--- config.mk ---
export PLATFORM = sky130hd
export DESIGN_NAME = http_header_byte_parser_top
export DESIGN_NICKNAME = d
export VERILOG_FILES = /design/src/rtl/hhbp_pkg.sv /design/src/rtl/http_header_byte_parser_top.sv /design/src/rtl/hhbp_classify.sv
export SDC_FILE = /design/constraint.sdc
export NUM_CORES = 1
export LEC_CHECK = 0
export BUFFER_PORTS_ARGS = -buffer_cell sky130_fd_sc_hd__buf_2
export CELL_PAD_IN_SITES_DETAIL_PLACEMENT = 1
export CELL_PAD_IN_SITES_GLOBAL_PLACEMENT = 1
export CORE_UTILIZATION = 30
export DETAILED_ROUTE_END_ITERATION = 12
export PLACE_DENSITY_LB_ADDON = 0.1
export SETUP_SLACK_MARGIN = 0.15
export SLEW_MARGIN = 20
export SYNTH_ARGS = -nofsm -noshare
export SYNTH_HDL_FRONTEND = slang
export SYNTH_SLANG_ARGS = --single-unit
--- constraint.sdc ---
create_clock -name clk_i -period 9.2 [get_ports clk_i]
set_clock_uncertainty 0.1 [all_clocks]
set_input_delay 2.76 -clock clk_i [delete_from_list [all_inputs] [get_ports clk_i]]
set_output_delay 2.76 -clock clk_i [all_outputs]
set_load 0.1 [all_outputs]
--- src/rtl/hhbp_pkg.sv ---
package hhbp_pkg;

  localparam int unsigned DataW     = 8;
  localparam int unsigned ClassW    = 4;
  localparam int unsigned ErrW      = 3;
  localparam int unsigned CountW    = 11;
  localparam int unsigned MaxLenW   = 10;
  localparam int unsigned StateW    = 4;

  localparam logic [DataW-1:0]   ChCr    = 8'h0D;
  localparam logic [DataW-1:0]   ChLf    = 8'h0A;
  localparam logic [DataW-1:0]   ChColon = 8'h3A;
  localparam logic [DataW-1:0]   ChSpace = 8'h20;
  localparam logic [MaxLenW-1:0] MaxLenReset = 10'd255;
  localparam logic [CountW-1:0]  CountLimit  = 11'd1024;

  typedef enum logic [StateW-1:0] {
    ST_START   = 4'd0,
    ST_KEY     = 4'd1,
    ST_COLON   = 4'd2,
    ST_SPACE   = 4'd3,
    ST_VALUE   = 4'd4,
    ST_CR      = 4'd5,
    ST_LF      = 4'd6,
    ST_END_CR  = 4'd7,
    ST_BODY    = 4'd8,
    ST_ERR_KEY = 4'd9,
    ST_ERR_SP  = 4'd10,
    ST_ERR_VLF = 4'd11,
    ST_ERR_LEN = 4'd12,
    ST_ERR_FLF = 4'd13
  } parse_state_e;

  localparam logic [StateW-1:0] StErrBase = 4'd8;

  typedef enum logic [ClassW-1:0] {
    CL_SKIP    = 4'd0,
    CL_KEY     = 4'd1,
    CL_COLON   = 4'd2,
    CL_SPACE   = 4'd3,
    CL_VALUE   = 4'd4,
    CL_VCR     = 4'd5,
    CL_LLF     = 4'd6,
    CL_FCR     = 4'd7,
    CL_FLF     = 4'd8,
    CL_BODY    = 4'd9,
    CL_ERROR   = 4'd10,
    CL_IGNORED = 4'd11
  } byte_class_e;

  typedef enum logic [ErrW-1:0] {
    ERR_NONE    = 3'd0,
    ERR_KEY_BRK = 3'd1,
    ERR_NO_SP   = 3'd2,
    ERR_VAL_LF  = 3'd3,
    ERR_TOO_LNG = 3'd4,
    ERR_FIN_LF  = 3'd5
  } err_code_e;

  typedef struct packed {
    logic [DataW-1:0] data_byte;
    logic             restart;
  } in_item_t;

  typedef struct packed {
    logic [ClassW-1:0] byte_class;
    logic [ErrW-1:0]   error_code;
    logic [CountW-1:0] value_count;
  } out_item_t;

endpackage

--- src/rtl/http_header_byte_parser_top.sv ---
// http header byte parser
//
// input channel: in_valid_i / in_stall_o carry one header byte and a restart
// flag per transaction; restart returns the parser to its start state before
// the byte is classified.
// output channel: out_valid_o / out_stall_i carry one result per input byte:
// byte class, error code and the value byte count of the current line.
// config channel: cfg_valid_i / cfg_ready_o write the 10-bit maximum value
// length; cfg_ready_o is always high. write it only while the block is idle.
//
// path: an input byte is held in the input register, classified, and its result
// is held in the result register that drives the output.
// throughput: one byte per cycle while out_stall_i does not hold a result.
// reset: parser goes to its start state, count clears, max length is 255,
// both stages are emptied.
// stall: while out_stall_i holds a result, one more byte can be taken into
// the input register; after that in_stall_o rises until the result drains.
module http_header_byte_parser_top
  import hhbp_pkg::*;
(
  input  logic               clk_i,
  input  logic               rst_ni,
  input  logic               in_valid_i,
  output logic               in_stall_o,
  input  in_item_t           in_item_i,
  output logic               out_valid_o,
  input  logic               out_stall_i,
  output out_item_t          out_item_o,
  input  logic               cfg_valid_i,
  output logic               cfg_ready_o,
  input  logic [MaxLenW-1:0] cfg_data_i
);

  logic               s1_valid_q;
  in_item_t           s1_item_q;
  logic               out_valid_q;
  out_item_t          out_item_q;
  parse_state_e       state_q;
  parse_state_e       state_d;
  logic [CountW-1:0]  vbytes_q;
  logic [CountW-1:0]  vbytes_d;
  logic [MaxLenW-1:0] max_len_q;
  out_item_t          result;
  logic               out_free;
  logic               adv;
  logic               in_take;

  assign out_free    = !out_valid_q || !out_stall_i;
  assign adv         = s1_valid_q && out_free;
  assign in_stall_o  = s1_valid_q && !out_free;
  assign in_take     = in_valid_i && !in_stall_o;
  assign cfg_ready_o = 1'b1;

  hhbp_classify u_classify (
    .item_i    (s1_item_q),
    .state_i   (state_q),
    .vbytes_i  (vbytes_q),
    .max_len_i (max_len_q),
    .state_o   (state_d),
    .vbytes_o  (vbytes_d),
    .result_o  (result)
  );

  always_ff @(posedge clk_i or negedge rst_ni) begin
    if (!rst_ni) begin
      s1_valid_q  <= 1'b0;
      out_valid_q <= 1'b0;
      state_q     <= ST_START;
      vbytes_q    <= '0;
      max_len_q   <= MaxLenReset;
    end else begin
      if (in_take) begin
        s1_valid_q <= 1'b1;
      end else if (adv) begin
        s1_valid_q <= 1'b0;
      end
      if (adv) begin
        out_valid_q <= 1'b1;
        state_q     <= state_d;
        vbytes_q    <= vbytes_d;
      end else if (out_free) begin
        out_valid_q <= 1'b0;
      end
      if (cfg_valid_i) begin
        max_len_q <= cfg_data_i;
      end
    end
  end

  always_ff @(posedge clk_i) begin
    if (in_take) begin
      s1_item_q <= in_item_i;
    end
    if (adv) begin
      out_item_q <= result;
    end
  end

  assign out_valid_o = out_valid_q;
  assign out_item_o  = out_item_q;

endmodule

--- src/rtl/hhbp_classify.sv ---
module hhbp_classify
  import hhbp_pkg::*;
(
  input  in_item_t           item_i,
  input  parse_state_e       state_i,
  input  logic [CountW-1:0]  vbytes_i,
  input  logic [MaxLenW-1:0] max_len_i,
  output parse_state_e       state_o,
  output logic [CountW-1:0]  vbytes_o,
  output out_item_t          result_o
);

  parse_state_e      cur_st;
  logic [CountW-1:0] cur_vb;
  parse_state_e      nxt_st;
  logic [CountW-1:0] nxt_vb;
  byte_class_e       cls;
  err_code_e         err;
  logic [DataW-1:0]  b;
  logic              is_brk;
  logic [StateW-1:0] err_off;

  assign b      = item_i.data_byte;
  assign is_brk = (b == ChCr) || (b == ChLf);

  always_comb begin
    cur_st  = item_i.restart ? ST_START : state_i;
    cur_vb  = item_i.restart ? '0 : vbytes_i;
    nxt_st  = cur_st;
    nxt_vb  = cur_vb;
    cls     = CL_SKIP;
    err     = ERR_NONE;
    err_off = cur_st - StErrBase;
    case (cur_st)
      ST_START: begin
        if (!is_brk) begin
          nxt_st = ST_KEY;
          nxt_vb = '0;
          cls    = CL_KEY;
        end
      end
      ST_KEY: begin
        if (b == ChColon) begin
          nxt_st = ST_COLON;
          cls    = CL_COLON;
        end else if (is_brk) begin
          nxt_st = ST_ERR_KEY;
          cls    = CL_ERROR;
          err    = ERR_KEY_BRK;
        end else begin
          cls = CL_KEY;
        end
      end
      ST_COLON: begin
        if (b == ChSpace) begin
          nxt_st = ST_SPACE;
          cls    = CL_SPACE;
        end else begin
          nxt_st = ST_ERR_SP;
          cls    = CL_ERROR;
          err    = ERR_NO_SP;
        end
      end
      ST_SPACE: begin
        nxt_st = ST_VALUE;
        nxt_vb = CountW'(1);
        cls    = CL_VALUE;
      end
      ST_VALUE: begin
        if (b == ChCr) begin
          nxt_st = ST_CR;
          cls    = CL_VCR;
        end else if (cur_vb > {1'b0, max_len_i}) begin
          nxt_st = ST_ERR_LEN;
          cls    = CL_ERROR;
          err    = ERR_TOO_LNG;
        end else begin
          nxt_vb = cur_vb + CountW'(1);
          cls    = CL_VALUE;
        end
      end
      ST_CR: begin
        if (b == ChLf) begin
          nxt_st = ST_LF;
          cls    = CL_LLF;
        end else begin
          nxt_st = ST_ERR_VLF;
          cls    = CL_ERROR;
          err    = ERR_VAL_LF;
        end
      end
      ST_LF: begin
        if (b == ChCr) begin
          nxt_st = ST_END_CR;
          cls    = CL_FCR;
        end else begin
          nxt_st = ST_KEY;
          nxt_vb = '0;
          cls    = CL_KEY;
        end
      end
      ST_END_CR: begin
        if (b == ChLf) begin
          nxt_st = ST_BODY;
          cls    = CL_FLF;
        end else begin
          nxt_st = ST_ERR_FLF;
          cls    = CL_ERROR;
          err    = ERR_FIN_LF;
        end
      end
      ST_BODY: begin
        cls = CL_BODY;
      end
      default: begin
        // sticky error, code held in the state
        cls = CL_IGNORED;
        err = err_code_e'(err_off[ErrW-1:0]);
      end
    endcase
  end

  assign state_o              = nxt_st;
  assign vbytes_o             = nxt_vb;
  assign result_o.byte_class  = cls;
  assign result_o.error_code  = err;
  assign result_o.value_count = nxt_vb;

endmodule

# Word-level counts from Yosys, hierarchy flattened
# Cells that the tools add are included.
dict set report totals {
  register_bits 54
  inputBits 24
  output_inout_bits 21
  wordCells 75
}
dict set report classes {
  n_addsub 2
  magnitude_cmp 1
  eq_ne 12
  mux 37
  n_reduce_logical 13
}
# op n
set op_table {}
lappend op_table {{$mux W11} 5}
lappend op_table {{$mux W4} 13}
lappend op_table {{$pmux W11 S4} 1}
lappend op_table {{$pmux W4 S9} 1}
lappend op_table {{$pmux W4 S8} 1}
lappend op_table {{$mux W3} 6}
lappend op_table {{$pmux W3 S6} 1}
lappend op_table {{$eq A4 B3 Y1 const B} 4}
lappend op_table {{$eq A8 B4 Y1 const B} 2}
lappend op_table {{$eq A8 B6 Y1 const B} 2}
lappend op_table {{$add A11 B1 Y11 const B} 1}
lappend op_table {{$gt A11 B10 Y1} 1}
lappend op_table {{$eq A4 B2 Y1 const B} 2}
lappend op_table {{$mux W1} 6}
lappend op_table {{$mux W2} 3}
lappend op_table {{$eq A4 B1 Y1 const B} 1}
lappend op_table {{$eq A4 B4 Y1 const B} 1}
lappend op_table {{$logic_not A1 Y1} 4}
lappend op_table {{$logic_not A4 Y1} 1}
lappend op_table {{$reduce_bool A2 Y1} 2}
lappend op_table {{$reduce_or A4 Y1} 1}
lappend op_table {{$logic_and A1 B1 Y1} 3}
lappend op_table {{$sub A3 B1 Y3 const B} 1}
lappend op_table {{$logic_or A1 B1 Y1} 2}

# Longest topological paths before layout
dict set report depth {
  depth_word 7
  ltp_mapped 14
}

# Cells and area by module
# Synthesis repeated with hierarchy kept, for this count alone.
dict set report hier_totals {
  hier_cells 309
  area_unflattened_um2 3258.1
}
# module instances cells_each area_per_inst_um2 seq_area_each_um2
set modules_own_cells {}
lappend modules_own_cells {http_header_byte_parser_top 1 89 1896.8 1496.4}
lappend modules_own_cells {hhbp_classify 1 220 1361.3 0.0}

# Least setup slack after synthesis
# OpenSTA, ideal clock, no wires.
dict set report synth_timing {
  path_type {input-to-output}
  from {in out_stall_i}
  to {out in_stall_o}
  arrival_time_ns 3.505
  required_time_ns 6.340
  setup_slack_ns 2.835
  path_stages 2
  path_buffers 0
  cell_sequence {nand3_1 -> inv_1}
}
dict set report synth_between {
  elab_chain_cells 4
}
# element line_no
set synth_lines {}
lappend synth_lines {{start: declaration} http_header_byte_parser_top.sv:27} ;# input logic out_stall_i,
lappend synth_lines {{$logic_not A1 Y1} http_header_byte_parser_top.sv:48} ;# assign out_free = !out_valid_q || !out_stall_i;
lappend synth_lines {{$logic_or A1 B1 Y1} http_header_byte_parser_top.sv:48}
lappend synth_lines {{$logic_not A1 Y1} http_header_byte_parser_top.sv:50} ;# assign in_stall_o = s1_valid_q && !out_free;
lappend synth_lines {{$logic_and A1 B1 Y1} http_header_byte_parser_top.sv:50}
lappend synth_lines {{end: declaration} http_header_byte_parser_top.sv:24} ;# output logic in_stall_o,
# Every way passes these cells.

# Worst setup path after layout
# Same ends and word-level chain as after synthesis.

==> Flow_metrics.wiki <==
{| class="wikitable"
! Metric !! Value
|-
| Ys Warns || 0
|-
| Number of antenna violations at the first check in global routing || 0
|-
| Final Max Tran Viols || 0
|-
| Worst slack at placement || ~2.9 ns
|-
| Most used routing layer || met2
|-
| Number of enable flip-flop cells after synthesis || 27
|-
| Xor/xnor cell area share of the yosys netlist || 0.564%
|-
| Share of the synthesized area in compound gates (AO/OA/AOI/OAI) || between 20% and 30%
|-
| Fraction of final layout cells sized beyond drive strength 1 || between 10% and 20%
|-
| Clock tree from TritonCTS || built
|-
| Post-CTS repair timing setup buffer count || 0
|-
| Max IR drop VDD || 74.4 uV
|-
| Total of buffers placed on input and output ports || 43
|-
| Crit-path max FO || 3
|-
| Layout filler cell count || 1,176
|-
| Count of cells along the worst register-to-register path || 11
|-
| Number of buffers inserted by hold repair at cts || 0
|-
| Switching portion of total power || 42.0%
|-
| Min Clock Period, post-route || between 6 and 7 ns
|-
| Final setup viols || 0
|-
| Buffer levels on the longest clock path || 2
|-
| Overflow after GRT || 0
|-
| Clock slew seen by the registers of the worst setup and hold paths || 0.10 ns
|-
| Wire length per cell || 16.5 um
|-
| Global routing met3 resource utilization || around 2.4%
|-
| Horizontal die dimension || 104 um
|-
| Flop and latch count out of synthesis || 54
|-
| Number of nets produced by synthesis || 356
|-
| Cell type with the highest aggregate area in the netlist || sky130_fd_sc_hd__edfxtp_1
|-
| Antenna cells || 0
|-
| Status || complete, no violations
|-
| Cell Int Power || between 400 and 500 uW
|-
| Post-cts resize count || 0
|-
| Clk sink count || 54
|-
| Adder and majority cell fraction of the synthesized area || 3.62%
|-
| Min-delay worst type || flip-flop to flip-flop
|-
| Cell area after technology mapping || just over 3000 sq um
|-
| Final setup slack of the worst path || 2.91 ns
|-
| Final-report hold violation count || 0
|-
| Starting density of the core || between 30% and 40%
|-
| Sequential-to-total area share from yosys stat || between 40 and 50%
|-
| Area of the core region || a little under 10,000 sq um
|-
| Mean Syn Cell Area || a little under 10 sq um
|-
| Synth Area in Simple Gates || 21.0%
|-
| Arrival time of data at the critical path endpoint || 3.43 ns
|-
| FMAX || 159 MHz
|-
| Nature of the critical path endpoint || output pin
|-
| Share of Yosys cell area claimed by the top area cell type || 26.1%
|-
| Critical path startpoint category || input pin
|-
| Top Ports || 45
|-
| Total number of vias || 2,592
|-
| Largest net degree at the start of global routing || 28
|-
| Slew at the pin closest to its max-slew limit || 0.908 ns
|-
| DRC viols || 0
|-
| Vert. Die Dim || 104 um
|-
| Required time at the worst-slack endpoint || 6.34 ns
|-
| Share of synthesized flip-flops with an asynchronous set or reset || ~50%
|-
| Worst max-slew margin expressed relative to the limit || 39.4%
|-
| Crit Path Category || input pin to output pin
|-
| Flip-flop and latch area || 1500 sq um
|-
| H-tree depth || 2
|-
| Predominant post-synthesis flop cell || sky130_fd_sc_hd__edfxtp_1
|-
| Via count of the first global-routing pass || 2,522
|-
| Proportion of power drawn by the clock network || 21.0%
|-
| Met2 track utilization from global routing || 24.3%
|-
| Distinct cell type count of the synthesized netlist || 59
|-
| Die footprint || 10,800 sq um
|-
| Clock insertion delay at the later pin of the skew report || 0.32 ns
|-
| Area of the multi-input gates || 1470 sq um
|-
| Number of CTS-inserted buffers || 5
|-
| Hold path depth || 2
|-
| Sum of negative setup slack || 0 ns
|-
| Commonest cells in the netlist || sky130_fd_sc_hd__nand2_1, sky130_fd_sc_hd__edfxtp_1, sky130_fd_sc_hd__nor2_1, sky130_fd_sc_hd__o21ai_0, sky130_fd_sc_hd__dfrtp_1
|-
| Met1 Usage GRT || 23.7%
|-
| Growth of design area from synthesis to finish || 13.4%
|-
| First-pass GRT wire length || around 14,000 um
|-
| Final HPWL DP || between 5000 and 6000 um
|-
| Clock Root Buffer || sky130_fd_sc_hd__clkbuf_8
|-
| Main combinational cell family by area after synthesis || simple AND/OR/NAND/NOR gates
|-
| Global Route Usage Sum || 16.0%
|-
| Most frequently used cell type in the post-synthesis netlist || sky130_fd_sc_hd__nand2_1
|-
| Part of the total power dissipated in sequential elements || 46.1%
|-
| Remaining number of nets flagged by the antenna check after routing || 0
|-
| Multiplexer area fraction after synthesis || about 1.4%
|-
| Leakage power summed over all cells || 1.47 nW
|-
| Ratio of final minimum period to clock period || 68.4%
|-
| Post-layout utilization of the core || 35.6%
|-
| Maximum Capacitance Violations || 0
|-
| Num rows || 36
|-
| Cells taking the most area after synthesis || sky130_fd_sc_hd__edfxtp_1, sky130_fd_sc_hd__dfrtp_1, sky130_fd_sc_hd__dfstp_2
|-
| Routed via count divided by cell count || approximately 5.2
|-
| Starting DRT DRC Count || 95
|-
| Combinational power share || ~33%
|-
| First-pass detailed-route iteration total || 4
|-
| Final weighted congestion in routability-driven placement || 0.765
|-
| Total wirelength of the detailed-routed design || approximately 8000 um
|-
| RSZ-0062 raised after global routing || no
|-
| Switch Pwr || slightly below 300 uW
|-
| Net count reported at finish || 393
|-
| PwrDens || 199 nW/um^2
|-
| Cells after synthesis || 323
|}
## power by group through the flow
stage	registers, mW	clock network [mW]	logic, mW
2_1_floorplan	0.385	0	0.119
3_3_place_gp	0.328	0	0.231
3_5_place_dp	0.328	0	0.232
4_1_cts	0.323	0.152	0.232
5_1_grt	0.328	0.160	0.252
6_report	0.323	0.148	0.230
## final timing paths
kind	slack, ns	to	from
max	2.91	in_stall_o	out_stall_i
max reg2reg	5.43	out_item_o[7]	s1_item_q[0]
min in group asynchronous	2.37	state_q[1]	rst_ni
max in group asynchronous	6.19	vbytes_q[2]	rst_ni
min	0.41	max_len_q[3]	max_len_q[3]
min reg2reg	0.41	max_len_q[3]	max_len_q[3]
## layout make-up
type | count | area share [%]
timing repair buffer | 45 | 6.53
sequential | 54 | 42.5
inverter | 18 | 1.92
clock inverter | 2 | 0.355
multi-input combinational | 236 | 41.7
tap | 133 | 4.72
clock buffer | 6 | 2.34
## cells by family after synthesis
family	count (synthesis)
simple gates	129
compound gates	91
flops	54
buf+inv	33
fa+ha+maj	9
mux	4
xor+xnor	2
other cells	1
## metrics by stage
stage | std cells | total power [mW] | area [sq um] | hold slack (ns)
after floorplan | 323 | 0.504 | 3110 | 0.357
after global placement | 486 | 0.559 | 3430 | 0.381
after detailed placement | 486 | 0.560 | 3430 | 0.409
after CTS | 494 | 0.707 | 3520 | 0.426
after global routing | 494 | 0.740 | 3520 | 0.444
final | 494 | 0.701 | 3520 | 0.414
## state kept, by name (all words and copies together), names as in the netlist
| signal | count |
|---|---|
| s1_item_q | 9 |
| out_valid_o | 1 |
| max_len_q | 10 |
| out_item_o | 18 |
| vbytes_q | 11 |
| s1_valid_q | 1 |
| state_q | 4 |
## worst max-delay path, cell delays in order
cell                      delay, ns
sky130_fd_sc_hd__buf_2         0.09
sky130_fd_sc_hd__nand3_1       0.10
sky130_fd_sc_hd__inv_1         0.06
sky130_fd_sc_hd__buf_2         0.41
## placed cells by master, fill, tap and decap left out, drive strengths merged, types with 3 or more instances in the layout
cell / n
mux2: 3
inv: 18
nand3: 16
dfrtp: 19
o211ai: 4
nor2: 22
nand4: 4
nand2b: 7
a21o: 3
o311ai: 3
a31o: 3
a21oi: 8
and2: 4
clkbuf: 6
buf: 45
o31ai: 6
edfxtp: 27
a22oi: 4
dfstp: 8
nand2: 43
ha: 9
and3: 8
nor3: 5
o21ai: 24
nor2b: 11
a31oi: 12
## per-layer routing
layer	up-vias	part of all wire (%)
met4	0	0.91
met5	-	0
met1	1262	51
li1	1268	-
met2	56	44
met3	6	3.7
Power figures use the tool's default switching activity.
